### config.mk
export PLATFORM = sky130hd
export DESIGN_NAME = pulse_interval_heart_rate_flat
export DESIGN_NICKNAME = d
export VERILOG_FILES = /design/src/pihr_pkg.sv /design/src/pihr_if.sv /design/src/pihr_front.sv /design/src/pihr_queue.sv /design/src/pihr_back.sv /design/src/pulse_interval_heart_rate.sv /design/src/flat_wrapper.sv
export SDC_FILE = /design/constraint.sdc
export NUM_CORES = 1
export LEC_CHECK = 0
export BUFFER_PORTS_ARGS = -buffer_cell sky130_fd_sc_hd__clkbuf_2
export CAP_MARGIN = 10
export CORE_MARGIN = 3
export CORE_UTILIZATION = 55
export DETAILED_ROUTE_END_ITERATION = 7
export GPL_TIMING_DRIVEN = 0
export PLACE_DENSITY = 0.83
export SKIP_CTS_REPAIR_TIMING = 1
export SKIP_LAST_GASP = 1
export SLEW_MARGIN = 10
export SYNTH_ARGS = -nofsm -noshare
export SYNTH_HDL_FRONTEND = slang
export SYNTH_SLANG_ARGS = --single-unit
export TNS_END_PERCENT = 30
### constraint.sdc
create_clock -name clk -period 10.75 [get_ports clk]
set_input_delay 1.075 -clock clk [delete_from_list [all_inputs] [get_ports clk]]
set_output_delay 1.075 -clock clk [all_outputs]
set_load 0.03 [all_outputs]
### src/pihr_pkg.sv
`timescale 1ns / 1ps

package pihr_pkg;

  // timestamp bits kept by the block, limited by the 32-bit port
  localparam int TIME_BITS = 32;
  localparam int FRAC_BITS = 8;
  localparam int TIME_W    = (TIME_BITS < 32) ? TIME_BITS : 32;

  // port widths
  localparam int STAMP_W    = 32;
  localparam int INTERVAL_W = 32;
  localparam int RATE_W     = 24;

  // rate = (60000 << FRAC_BITS) / interval, one quotient bit per step
  localparam int BEAT_MS_PER_MIN = 60000;
  localparam int DIV_BITS        = 16 + FRAC_BITS;
  localparam int STEP_W          = $clog2(DIV_BITS);
  localparam logic [DIV_BITS-1:0] DIVIDEND = DIV_BITS'(BEAT_MS_PER_MIN) << FRAC_BITS;
  localparam int QUO_W = (DIV_BITS > RATE_W) ? DIV_BITS : RATE_W;
  localparam logic [QUO_W-1:0] RATE_MAX = QUO_W'((64'd1 << RATE_W) - 64'd1);

  // one rising edge with a known predecessor, handed from front to back
  typedef struct packed {
    logic [TIME_W-1:0] interval;
    logic              zero;
  } job_t;

  typedef enum logic [1:0] {
    BACK_IDLE,
    BACK_RUN,
    BACK_DONE
  } back_state_t;

endpackage

### src/pihr_if.sv
`timescale 1ns / 1ps

interface pihr_sample_if;
  logic        valid;
  logic        ready;
  logic [31:0] sample_time_ms;
  logic        pulse_level;
  logic        last_sample;

  modport source (output valid, sample_time_ms, pulse_level, last_sample, input ready);
  modport sink   (input valid, sample_time_ms, pulse_level, last_sample, output ready);
endinterface

interface pihr_result_if;
  logic        valid;
  logic        ready;
  logic [31:0] interval_ms;
  logic [23:0] rate_fixed;
  logic        zero_interval;

  modport source (output valid, interval_ms, rate_fixed, zero_interval, input ready);
  modport sink   (input valid, interval_ms, rate_fixed, zero_interval, output ready);
endinterface

### src/pihr_front.sv
`timescale 1ns / 1ps

module pihr_front (
  input  logic                clk,
  input  logic                rst,
  pihr_sample_if.sink         samples,
  output logic                push_valid,
  input  logic                push_ready,
  output pihr_pkg::job_t      push_job
);

  logic                          previous_level;
  logic                          edge_seen;
  logic [pihr_pkg::TIME_W-1:0]   last_edge_time;
  logic [pihr_pkg::TIME_W-1:0]   stamp;
  logic                          rise;
  logic                          take;

  // every sample waits for room in the queue, edge or not
  assign samples.ready = push_ready;
  assign take  = samples.valid && push_ready;
  assign stamp = samples.sample_time_ms[pihr_pkg::TIME_W-1:0];
  assign rise  = !previous_level && samples.pulse_level;

  // interval wraps modulo the timestamp width
  assign push_job.interval = stamp - last_edge_time;
  assign push_job.zero     = (stamp == last_edge_time);
  assign push_valid        = samples.valid && rise && edge_seen;

  // edge history
  always_ff @(posedge clk) begin
    if (rst) begin
      previous_level <= 1'b0;
      edge_seen      <= 1'b0;
      last_edge_time <= '0;
    end else if (take) begin
      if (samples.last_sample) begin
        previous_level <= 1'b0;
        edge_seen      <= 1'b0;
        last_edge_time <= '0;
      end else begin
        previous_level <= samples.pulse_level;
        if (rise) begin
          edge_seen      <= 1'b1;
          last_edge_time <= stamp;
        end
      end
    end
  end

endmodule

### src/pihr_queue.sv
`timescale 1ns / 1ps

module pihr_queue (
  input  logic           clk,
  input  logic           rst,
  input  logic           push_valid,
  output logic           push_ready,
  input  pihr_pkg::job_t push_job,
  output logic           pop_valid,
  input  logic           pop_ready,
  output pihr_pkg::job_t pop_job
);

  pihr_pkg::job_t entries [2];
  logic           wr_ptr;
  logic           rd_ptr;
  logic [1:0]     count;
  logic           do_push;
  logic           do_pop;

  assign push_ready = (count != 2'd2);
  assign pop_valid  = (count != 2'd0);
  assign pop_job    = entries[rd_ptr];
  assign do_push    = push_valid && push_ready;
  assign do_pop     = pop_valid && pop_ready;

  // entry storage
  always_ff @(posedge clk) begin
    if (do_push) begin
      entries[wr_ptr] <= push_job;
    end
  end

  // pointers and fill count
  always_ff @(posedge clk) begin
    if (rst) begin
      wr_ptr <= 1'b0;
      rd_ptr <= 1'b0;
      count  <= 2'd0;
    end else begin
      if (do_push) begin
        wr_ptr <= !wr_ptr;
      end
      if (do_pop) begin
        rd_ptr <= !rd_ptr;
      end
      if (do_push && !do_pop) begin
        count <= count + 2'd1;
      end else if (do_pop && !do_push) begin
        count <= count - 2'd1;
      end
    end
  end

endmodule

### src/pihr_back.sv
`timescale 1ns / 1ps

module pihr_back (
  input  logic           clk,
  input  logic           rst,
  input  logic           pop_valid,
  output logic           pop_ready,
  input  pihr_pkg::job_t pop_job,
  pihr_result_if.source  results
);

  pihr_pkg::back_state_t            state;
  pihr_pkg::back_state_t            state_next;
  logic [pihr_pkg::TIME_W-1:0]      divisor;
  logic                             zero;
  logic [pihr_pkg::TIME_W-1:0]      remainder;
  logic [pihr_pkg::DIV_BITS-1:0]    quotient;
  logic [pihr_pkg::STEP_W-1:0]      step;
  logic [pihr_pkg::STEP_W-1:0]      pos;
  logic [pihr_pkg::TIME_W:0]        rem_shift;
  logic                             fits;
  logic [pihr_pkg::QUO_W-1:0]       quo_ext;
  logic [pihr_pkg::RATE_W-1:0]      rate;
  logic                             load;
  logic                             out_free;
  logic                             out_valid;
  logic [pihr_pkg::INTERVAL_W-1:0]  out_interval;
  logic [pihr_pkg::RATE_W-1:0]      out_rate;
  logic                             out_zero;

  // one restoring step: bring down the next dividend bit, subtract if it fits
  assign pos       = pihr_pkg::STEP_W'(pihr_pkg::DIV_BITS - 1) - step;
  assign rem_shift = {remainder, pihr_pkg::DIVIDEND[pos]};
  assign fits      = (rem_shift >= {1'b0, divisor});

  // saturate the quotient to the rate field
  assign quo_ext = pihr_pkg::QUO_W'(quotient);
  assign rate    = (quo_ext > pihr_pkg::RATE_MAX) ? '1 : quo_ext[pihr_pkg::RATE_W-1:0];

  assign out_free = !out_valid || results.ready;

  // sequencer
  always_comb begin
    state_next = state;
    pop_ready  = 1'b0;
    load       = 1'b0;
    case (state)
      pihr_pkg::BACK_IDLE: begin
        pop_ready = 1'b1;
        if (pop_valid) begin
          state_next = pop_job.zero ? pihr_pkg::BACK_DONE : pihr_pkg::BACK_RUN;
        end
      end
      pihr_pkg::BACK_RUN: begin
        if (step == pihr_pkg::STEP_W'(pihr_pkg::DIV_BITS - 1)) begin
          state_next = pihr_pkg::BACK_DONE;
        end
      end
      pihr_pkg::BACK_DONE: begin
        if (out_free) begin
          load       = 1'b1;
          state_next = pihr_pkg::BACK_IDLE;
        end
      end
      default: begin
        state_next = pihr_pkg::BACK_IDLE;
      end
    endcase
  end

  always_ff @(posedge clk) begin
    if (rst) begin
      state <= pihr_pkg::BACK_IDLE;
    end else begin
      state <= state_next;
    end
  end

  // divider datapath
  always_ff @(posedge clk) begin
    if (state == pihr_pkg::BACK_IDLE && pop_valid) begin
      divisor   <= pop_job.interval;
      zero      <= pop_job.zero;
      remainder <= '0;
      quotient  <= '0;
      step      <= '0;
    end else if (state == pihr_pkg::BACK_RUN) begin
      remainder <= fits ? rem_shift[pihr_pkg::TIME_W-1:0] - divisor
                        : rem_shift[pihr_pkg::TIME_W-1:0];
      quotient  <= {quotient[pihr_pkg::DIV_BITS-2:0], fits};
      step      <= step + pihr_pkg::STEP_W'(1);
    end
  end

  // output register
  always_ff @(posedge clk) begin
    if (rst) begin
      out_valid <= 1'b0;
    end else if (load) begin
      out_valid <= 1'b1;
    end else if (results.ready) begin
      out_valid <= 1'b0;
    end
  end

  always_ff @(posedge clk) begin
    if (load) begin
      out_interval <= pihr_pkg::INTERVAL_W'(divisor);
      out_rate     <= zero ? '0 : rate;
      out_zero     <= zero;
    end
  end

  assign results.valid         = out_valid;
  assign results.interval_ms   = out_interval;
  assign results.rate_fixed    = out_rate;
  assign results.zero_interval = out_zero;

endmodule

### src/pulse_interval_heart_rate.sv
`timescale 1ns / 1ps

// channel   | dir | fields
// ----------+-----+---------------------------------------------------
// samples   | in  | sample_time_ms[31:0], pulse_level, last_sample
// results   | out | interval_ms[31:0], rate_fixed[23:0], zero_interval
//
// a sample transfers whenever the two-entry edge queue has room
// each rising edge after the first of a record is taken from the queue by
// the back end, divided in the 24-bit serial divider (one quotient bit per
// cycle) and then loaded into the result register once that register is free
// a zero interval skips the divider
// synchronous reset clears edge history, queue and divider control
// a stalled result holds in the output register while the next division runs

module pulse_interval_heart_rate (
  input  logic           clk,
  input  logic           rst,
  pihr_sample_if.sink    samples,
  pihr_result_if.source  results
);

  logic           push_valid;
  logic           push_ready;
  pihr_pkg::job_t push_job;
  logic           pop_valid;
  logic           pop_ready;
  pihr_pkg::job_t pop_job;

  pihr_front u_front (
    .clk        (clk),
    .rst        (rst),
    .samples    (samples),
    .push_valid (push_valid),
    .push_ready (push_ready),
    .push_job   (push_job)
  );

  pihr_queue u_queue (
    .clk        (clk),
    .rst        (rst),
    .push_valid (push_valid),
    .push_ready (push_ready),
    .push_job   (push_job),
    .pop_valid  (pop_valid),
    .pop_ready  (pop_ready),
    .pop_job    (pop_job)
  );

  pihr_back u_back (
    .clk       (clk),
    .rst       (rst),
    .pop_valid (pop_valid),
    .pop_ready (pop_ready),
    .pop_job   (pop_job),
    .results   (results)
  );

endmodule
### src/flat_wrapper.sv
// flat-port wrapper written by rule: the top's interface ports become plain ports
module pulse_interval_heart_rate_flat 
  (clk, rst, samples_valid, samples_sample_time_ms, samples_pulse_level, samples_last_sample, samples_ready, results_valid, results_interval_ms, results_rate_fixed, results_zero_interval, results_ready);
  pihr_sample_if samples_i ();
  pihr_result_if results_i ();
  input  logic clk;
  input  logic rst;
  input wire logic [$bits(samples_i.valid)-1:0] samples_valid;
  input wire logic [$bits(samples_i.sample_time_ms)-1:0] samples_sample_time_ms;
  input wire logic [$bits(samples_i.pulse_level)-1:0] samples_pulse_level;
  input wire logic [$bits(samples_i.last_sample)-1:0] samples_last_sample;
  output wire logic [$bits(samples_i.ready)-1:0] samples_ready;
  output wire logic [$bits(results_i.valid)-1:0] results_valid;
  output wire logic [$bits(results_i.interval_ms)-1:0] results_interval_ms;
  output wire logic [$bits(results_i.rate_fixed)-1:0] results_rate_fixed;
  output wire logic [$bits(results_i.zero_interval)-1:0] results_zero_interval;
  input wire logic [$bits(results_i.ready)-1:0] results_ready;
  assign samples_i.valid = samples_valid;
  assign samples_i.sample_time_ms = samples_sample_time_ms;
  assign samples_i.pulse_level = samples_pulse_level;
  assign samples_i.last_sample = samples_last_sample;
  assign samples_ready = samples_i.ready;
  assign results_valid = results_i.valid;
  assign results_interval_ms = results_i.interval_ms;
  assign results_rate_fixed = results_i.rate_fixed;
  assign results_zero_interval = results_i.zero_interval;
  assign results_i.ready = results_ready;
  pulse_interval_heart_rate u_core (.clk(clk), .rst(rst), .samples(samples_i), .results(results_i));
endmodule
==> results_tabular.tex <==
\begin{tabular}{lr}
\hline
Metric & Value \\
\hline
\multicolumn{2}{l}{\textbf{Run status}} \\
\quad Status & finished clean \\
\multicolumn{2}{l}{\textbf{Clock network}} \\
\quad Total number of H-tree levels & 1 \\
\quad CTS clk-pin slew, worst paths & $\sim$70 ps \\
\quad Number of buffers on the longest clock path & 3 \\
\quad Sink Count & 259 \\
\quad Clock latency at the later pin of the worst-skew pair & 540 ps \\
\quad Number of buffers created by CTS & 28 \\
\quad Clock root buffer & sky130\_fd\_sc\_hd\_\_clkbuf\_16 \\
\quad Clock tree from TritonCTS & built \\
\multicolumn{2}{l}{\textbf{Setup path}} \\
\quad Critical path type & flop to flop \\
\quad Critical path endpoint category & flop \\
\quad Buf/Inv on CP & 2 \\
\quad Cell-by-cell trace of the critical path & inv\_1 -> ha\_1 -> inv\_1 -> nand3\_1 -> o21ai\_0 -> o21ai\_0 -> ha\_1 -> nor2b\_1 -> o21bai\_1 -> a31oi\_2 -> o211a\_1 -> o21ai\_1 -> a31oi\_4 -> o21ai\_1 -> nor3\_1 -> o31a\_1 \\
\quad Maximum fanout along the worst path & 7 \\
\quad Cell type group with the largest total delay on the critical path & compound AO/OA/AOI/OAI gates \\
\quad Peak per-stage delay on the critical path & 490 ps \\
\quad Cell with the largest stage delay on the worst path & sky130\_fd\_sc\_hd\_\_o21ai\_1 \\
\quad Critical Path AT & $\sim$4300 ps \\
\quad Startpoint kind of the worst setup timing path & flop \\
\quad Required time at the worst-slack endpoint & $\sim$11000 ps \\
\multicolumn{2}{l}{\textbf{STA}} \\
\quad Setup repair after global routing missed its margin & no \\
\quad Total Neg Setup Slack & 0 ps \\
\quad Worst slew slack as a fraction of its limit & 44.46\% \\
\quad Fin. max-slew vios & 0 \\
\quad Post-layout min period & 3908 ps \\
\quad Number of hold violations in the final report & 0 \\
\quad Worst hold slack after final layout & 447.6 ps \\
\quad Largest clock skew in the final design & 15.28 ps \\
\quad Achievable clock frequency & around 0.26 GHz \\
\quad Total setup violations reported at the end of the flow & 0 \\
\quad Slew @ Worst Pin & 831.1 ps \\
\quad Final period utilization & a little over a third \\
\multicolumn{2}{l}{\textbf{Routing}} \\
\quad Routed vias & slightly below 10000 \\
\quad Routed WL & 28.50 mm \\
\quad Routed wirelength normalized by instance count & between 15 and 20 um \\
\quad Routed vias/inst & 5.628 \\
\quad DRT Pass-1 Iters & 5 \\
\quad Iteration-0 DRC count of the detailed router & 536 \\
\quad DRT antenna net count & 0 \\
\quad Drc violations & 0 \\
\multicolumn{2}{l}{\textbf{GRT}} \\
\quad Total routing usage reported by global routing & between 20 and 25\% \\
\quad Remaining global-route overflow & 0 \\
\quad Wire length of the first global-routing pass & 47.54 mm \\
\quad Number of global-route vias before repair & 9522 \\
\quad Antenna violations before repair & 0 \\
\quad Pin count of the biggest net entering global routing & 34 \\
\multicolumn{2}{l}{\textbf{Final layout}} \\
\quad Net total in the final layout & 1486 \\
\quad Layout cell share with drive strength beyond 1 & 15.56\% \\
\quad Area delta synth->final & 14.97\% \\
\quad Diode count & 0 \\
\quad Final design utilization & 65.35\% \\
\multicolumn{2}{l}{\textbf{Synth}} \\
\quad Share of synthesized cell area in full adder, half adder and majority cells & 6.703\% \\
\quad Share of the synthesized area in compound gates (AO/OA/AOI/OAI) & 15.24\% \\
\quad Post-Syn Instances & 1252 \\
\quad Top cell type by total area after synthesis & sky130\_fd\_sc\_hd\_\_edfxtp\_1 \\
\quad Area share of the leading cell type in the synthesized netlist & 35.75\% \\
\quad Fraction of the yosys area taken by sequential cells & between 50\% and 60\% \\
\quad Post-synthesis instance area & 13100 um\^{}2 \\
\quad Most frequently used flop master after synthesis & sky130\_fd\_sc\_hd\_\_edfxtp\_1 \\
\quad Leading cell types by count after synthesis & sky130\_fd\_sc\_hd\_\_edfxtp\_1, sky130\_fd\_sc\_hd\_\_a21oi\_1, sky130\_fd\_sc\_hd\_\_nor2\_1 \\
\quad Top post-synthesis cells by area & sky130\_fd\_sc\_hd\_\_edfxtp\_1, sky130\_fd\_sc\_hd\_\_dfxtp\_1, sky130\_fd\_sc\_hd\_\_ha\_1 \\
\quad Count of cell types in the netlist & 81 \\
\quad Xor/xnor cell area share of the yosys netlist & 3.542\% \\
\quad Number of enable-type register cells in the synthesized netlist & about 160 \\
\quad Total of flip-flops plus latches after synthesis & 259 \\
\quad Ys Warns & 0 \\
\quad Basic-gate share of the synthesized area counting and, or, nand and nor cells & 14.33\% \\
\quad Synthesized net count & 1359 \\
\quad Share of synthesized area spent on multiplexers & 4.144\% \\
\quad Post-synth ARST share & 0\% \\
\quad Combinational family with the most area after synthesis & compound AO/OA/AOI/OAI gates \\
\quad Most frequent cell after synthesis & sky130\_fd\_sc\_hd\_\_edfxtp\_1 \\
\quad Post-Syn Area per Cell & $\sim$10 um\^{}2 \\
\multicolumn{2}{l}{\textbf{Floorplanning}} \\
\quad Initial standard-cell utilization of the core & between 50 and 60\% \\
\quad Std cell rows & 55 \\
\quad Area inside the core boundary & 23050 um\^{}2 \\
\quad DIE WIDTH & between 150 and 200 um \\
\quad Area enclosed by the die boundary & about 26000 um\^{}2 \\
\quad Die H & between 150 and 200 um \\
\quad Top-level I/O count & 97 \\
\multicolumn{2}{l}{\textbf{Min path}} \\
\quad Type of the most critical hold path & flop to flop \\
\multicolumn{2}{l}{\textbf{Power}} \\
\quad P per Cell Area & 248.4 nW/um\^{}2 \\
\quad Worst supply voltage drop on vdd & 0.1465 mV \\
\quad Pwr Total & 3.742 mW \\
\quad Leakage power figure & 5.796 nW \\
\multicolumn{2}{l}{\textbf{Placed design}} \\
\quad Final GP Congestion & 0.9405 \\
\quad Count of port buffers added during placement & 94 \\
\quad HPWL reported at the end of detailed placement & about 21 mm \\
\multicolumn{2}{l}{\textbf{Job}} \\
\quad Max capacitance violation total & 0 \\
\hline
\end{tabular}
==> worst register-to-register path, delay by kind of cell (launching register included) <==
kind | cells | cell delay (ps)
simple gates | 3 | 280
compound gates | 9 | 2490
fa+ha+maj | 2 | 560
buf+inv | 2 | 130
flops | 1 | 360
==> metal layers <==
layer / global-route usage (%) / part of all wire [%] / vias to the layer above
met4: 6.312 / 2.6 / 0
met5: 0 / 0 / -
li1: - / - / 4787
met2: 39.47 / 49 / 254
met3: 3.018 / 5.0 / 57
met1: 28.49 / 43 / 4548
==> final timing paths <==
kind,endpoint,cells past startpoint,slack [ps],start
max,u_core.u_back.remainder[23]$_SDFFE_PP0P_,16,6840,u_core.u_back.step[3]$_SDFFE_PP0P_
min,u_core.u_back.results.interval_ms[4]$_DFFE_PP_,0,450,u_core.u_back.divisor[4]$_DFFE_PP_
max reg2reg,u_core.u_back.remainder[23]$_SDFFE_PP0P_,16,6840,u_core.u_back.step[3]$_SDFFE_PP0P_
min reg2reg,u_core.u_back.results.interval_ms[4]$_DFFE_PP_,0,450,u_core.u_back.divisor[4]$_DFFE_PP_
==> registers in the layout (all words and copies together) (netlist names), 5 cells and up, named ones only <==
| name | flops |
|---|---|
| u_core.u_queue.entries | 66 |
| u_core.u_back.divisor | 32 |
| u_core.u_back.remainder | 32 |
| u_core.u_back.results.interval_ms | 32 |
| u_core.u_front.last_edge_time | 32 |
| u_core.u_back.quo_ext | 24 |
| u_core.u_back.results.rate_fixed | 24 |
| u_core.u_back.step | 5 |
==> metrics by stage <==
step | std cells | setup WS, ps | cell area (um^2)
6_report | 1714 | 6842 | 15070
2_1_floorplan | 1252 | 6763 | 13100
3_5_place_dp | 1662 | 6380 | 14060
3_3_place_gp | 1659 | 5704 | 13970
4_1_cts | 1714 | 6887 | 15070
5_1_grt | 1714 | 6537 | 15070
==> cell families (layout without fill, tap and decap cells) <==
logic type	Yosys count	after routing
xor+xnor	53	53
compound gates	309	309
buf+inv	138	287
simple gates	374	374
fa+ha+maj	69	69
flops	259	259
mux	50	50
==> layout by cell type (no fill, tap or decap), types with 6 or more instances in the layout <==
cell type / count
sky130_fd_sc_hd__clkbuf_1: 34
sky130_fd_sc_hd__nand2_1: 88
sky130_fd_sc_hd__buf_1: 8
sky130_fd_sc_hd__clkbuf_16: 29
sky130_fd_sc_hd__ha_1: 67
sky130_fd_sc_hd__xor2_1: 23
sky130_fd_sc_hd__nand4_1: 7
sky130_fd_sc_hd__clkbuf_8: 6
sky130_fd_sc_hd__mux2i_1: 16
sky130_fd_sc_hd__mux2_2: 34
sky130_fd_sc_hd__inv_1: 86
sky130_fd_sc_hd__edfxtp_1: 156
sky130_fd_sc_hd__a211oi_1: 19
sky130_fd_sc_hd__nand3_1: 19
sky130_fd_sc_hd__a31oi_1: 11
sky130_fd_sc_hd__nand2b_1: 13
sky130_fd_sc_hd__nor2b_1: 32
sky130_fd_sc_hd__or3_1: 7
sky130_fd_sc_hd__and3_1: 11
sky130_fd_sc_hd__nor3_1: 31
sky130_fd_sc_hd__o21bai_1: 6
sky130_fd_sc_hd__o21a_1: 18
sky130_fd_sc_hd__clkbuf_2: 95
sky130_fd_sc_hd__o21ai_0: 43
sky130_fd_sc_hd__o31ai_1: 8
sky130_fd_sc_hd__xnor2_1: 30
sky130_fd_sc_hd__a21oi_1: 122
sky130_fd_sc_hd__dfxtp_1: 103
sky130_fd_sc_hd__nor2_1: 105
sky130_fd_sc_hd__a21o_1: 25
sky130_fd_sc_hd__nor3b_1: 32
==> power by group <==
group | switching, mW | total, mW | internal (mW)
clock network | 0.398 | 1.03 | 0.631
registers | 0.0971 | 1.36 | 1.26
logic | 0.846 | 1.36 | 0.511
total | 1.34 | 3.74 | 2.40
==> cell type report <==
type | count | area [um^2]
fillers | 1790 | 7988
flip-flops and latches | 259 | 6746
multi-input cells | 855 | 5777
clock buffers | 34 | 764.5
repair buffers | 97 | 545.5
well taps | 313 | 391.6
inverters | 89 | 334.1
plain buffers | 49 | 264.0
clock inverters | 18 | 242.7
Note: power is estimated with default switching activity, not from simulation.
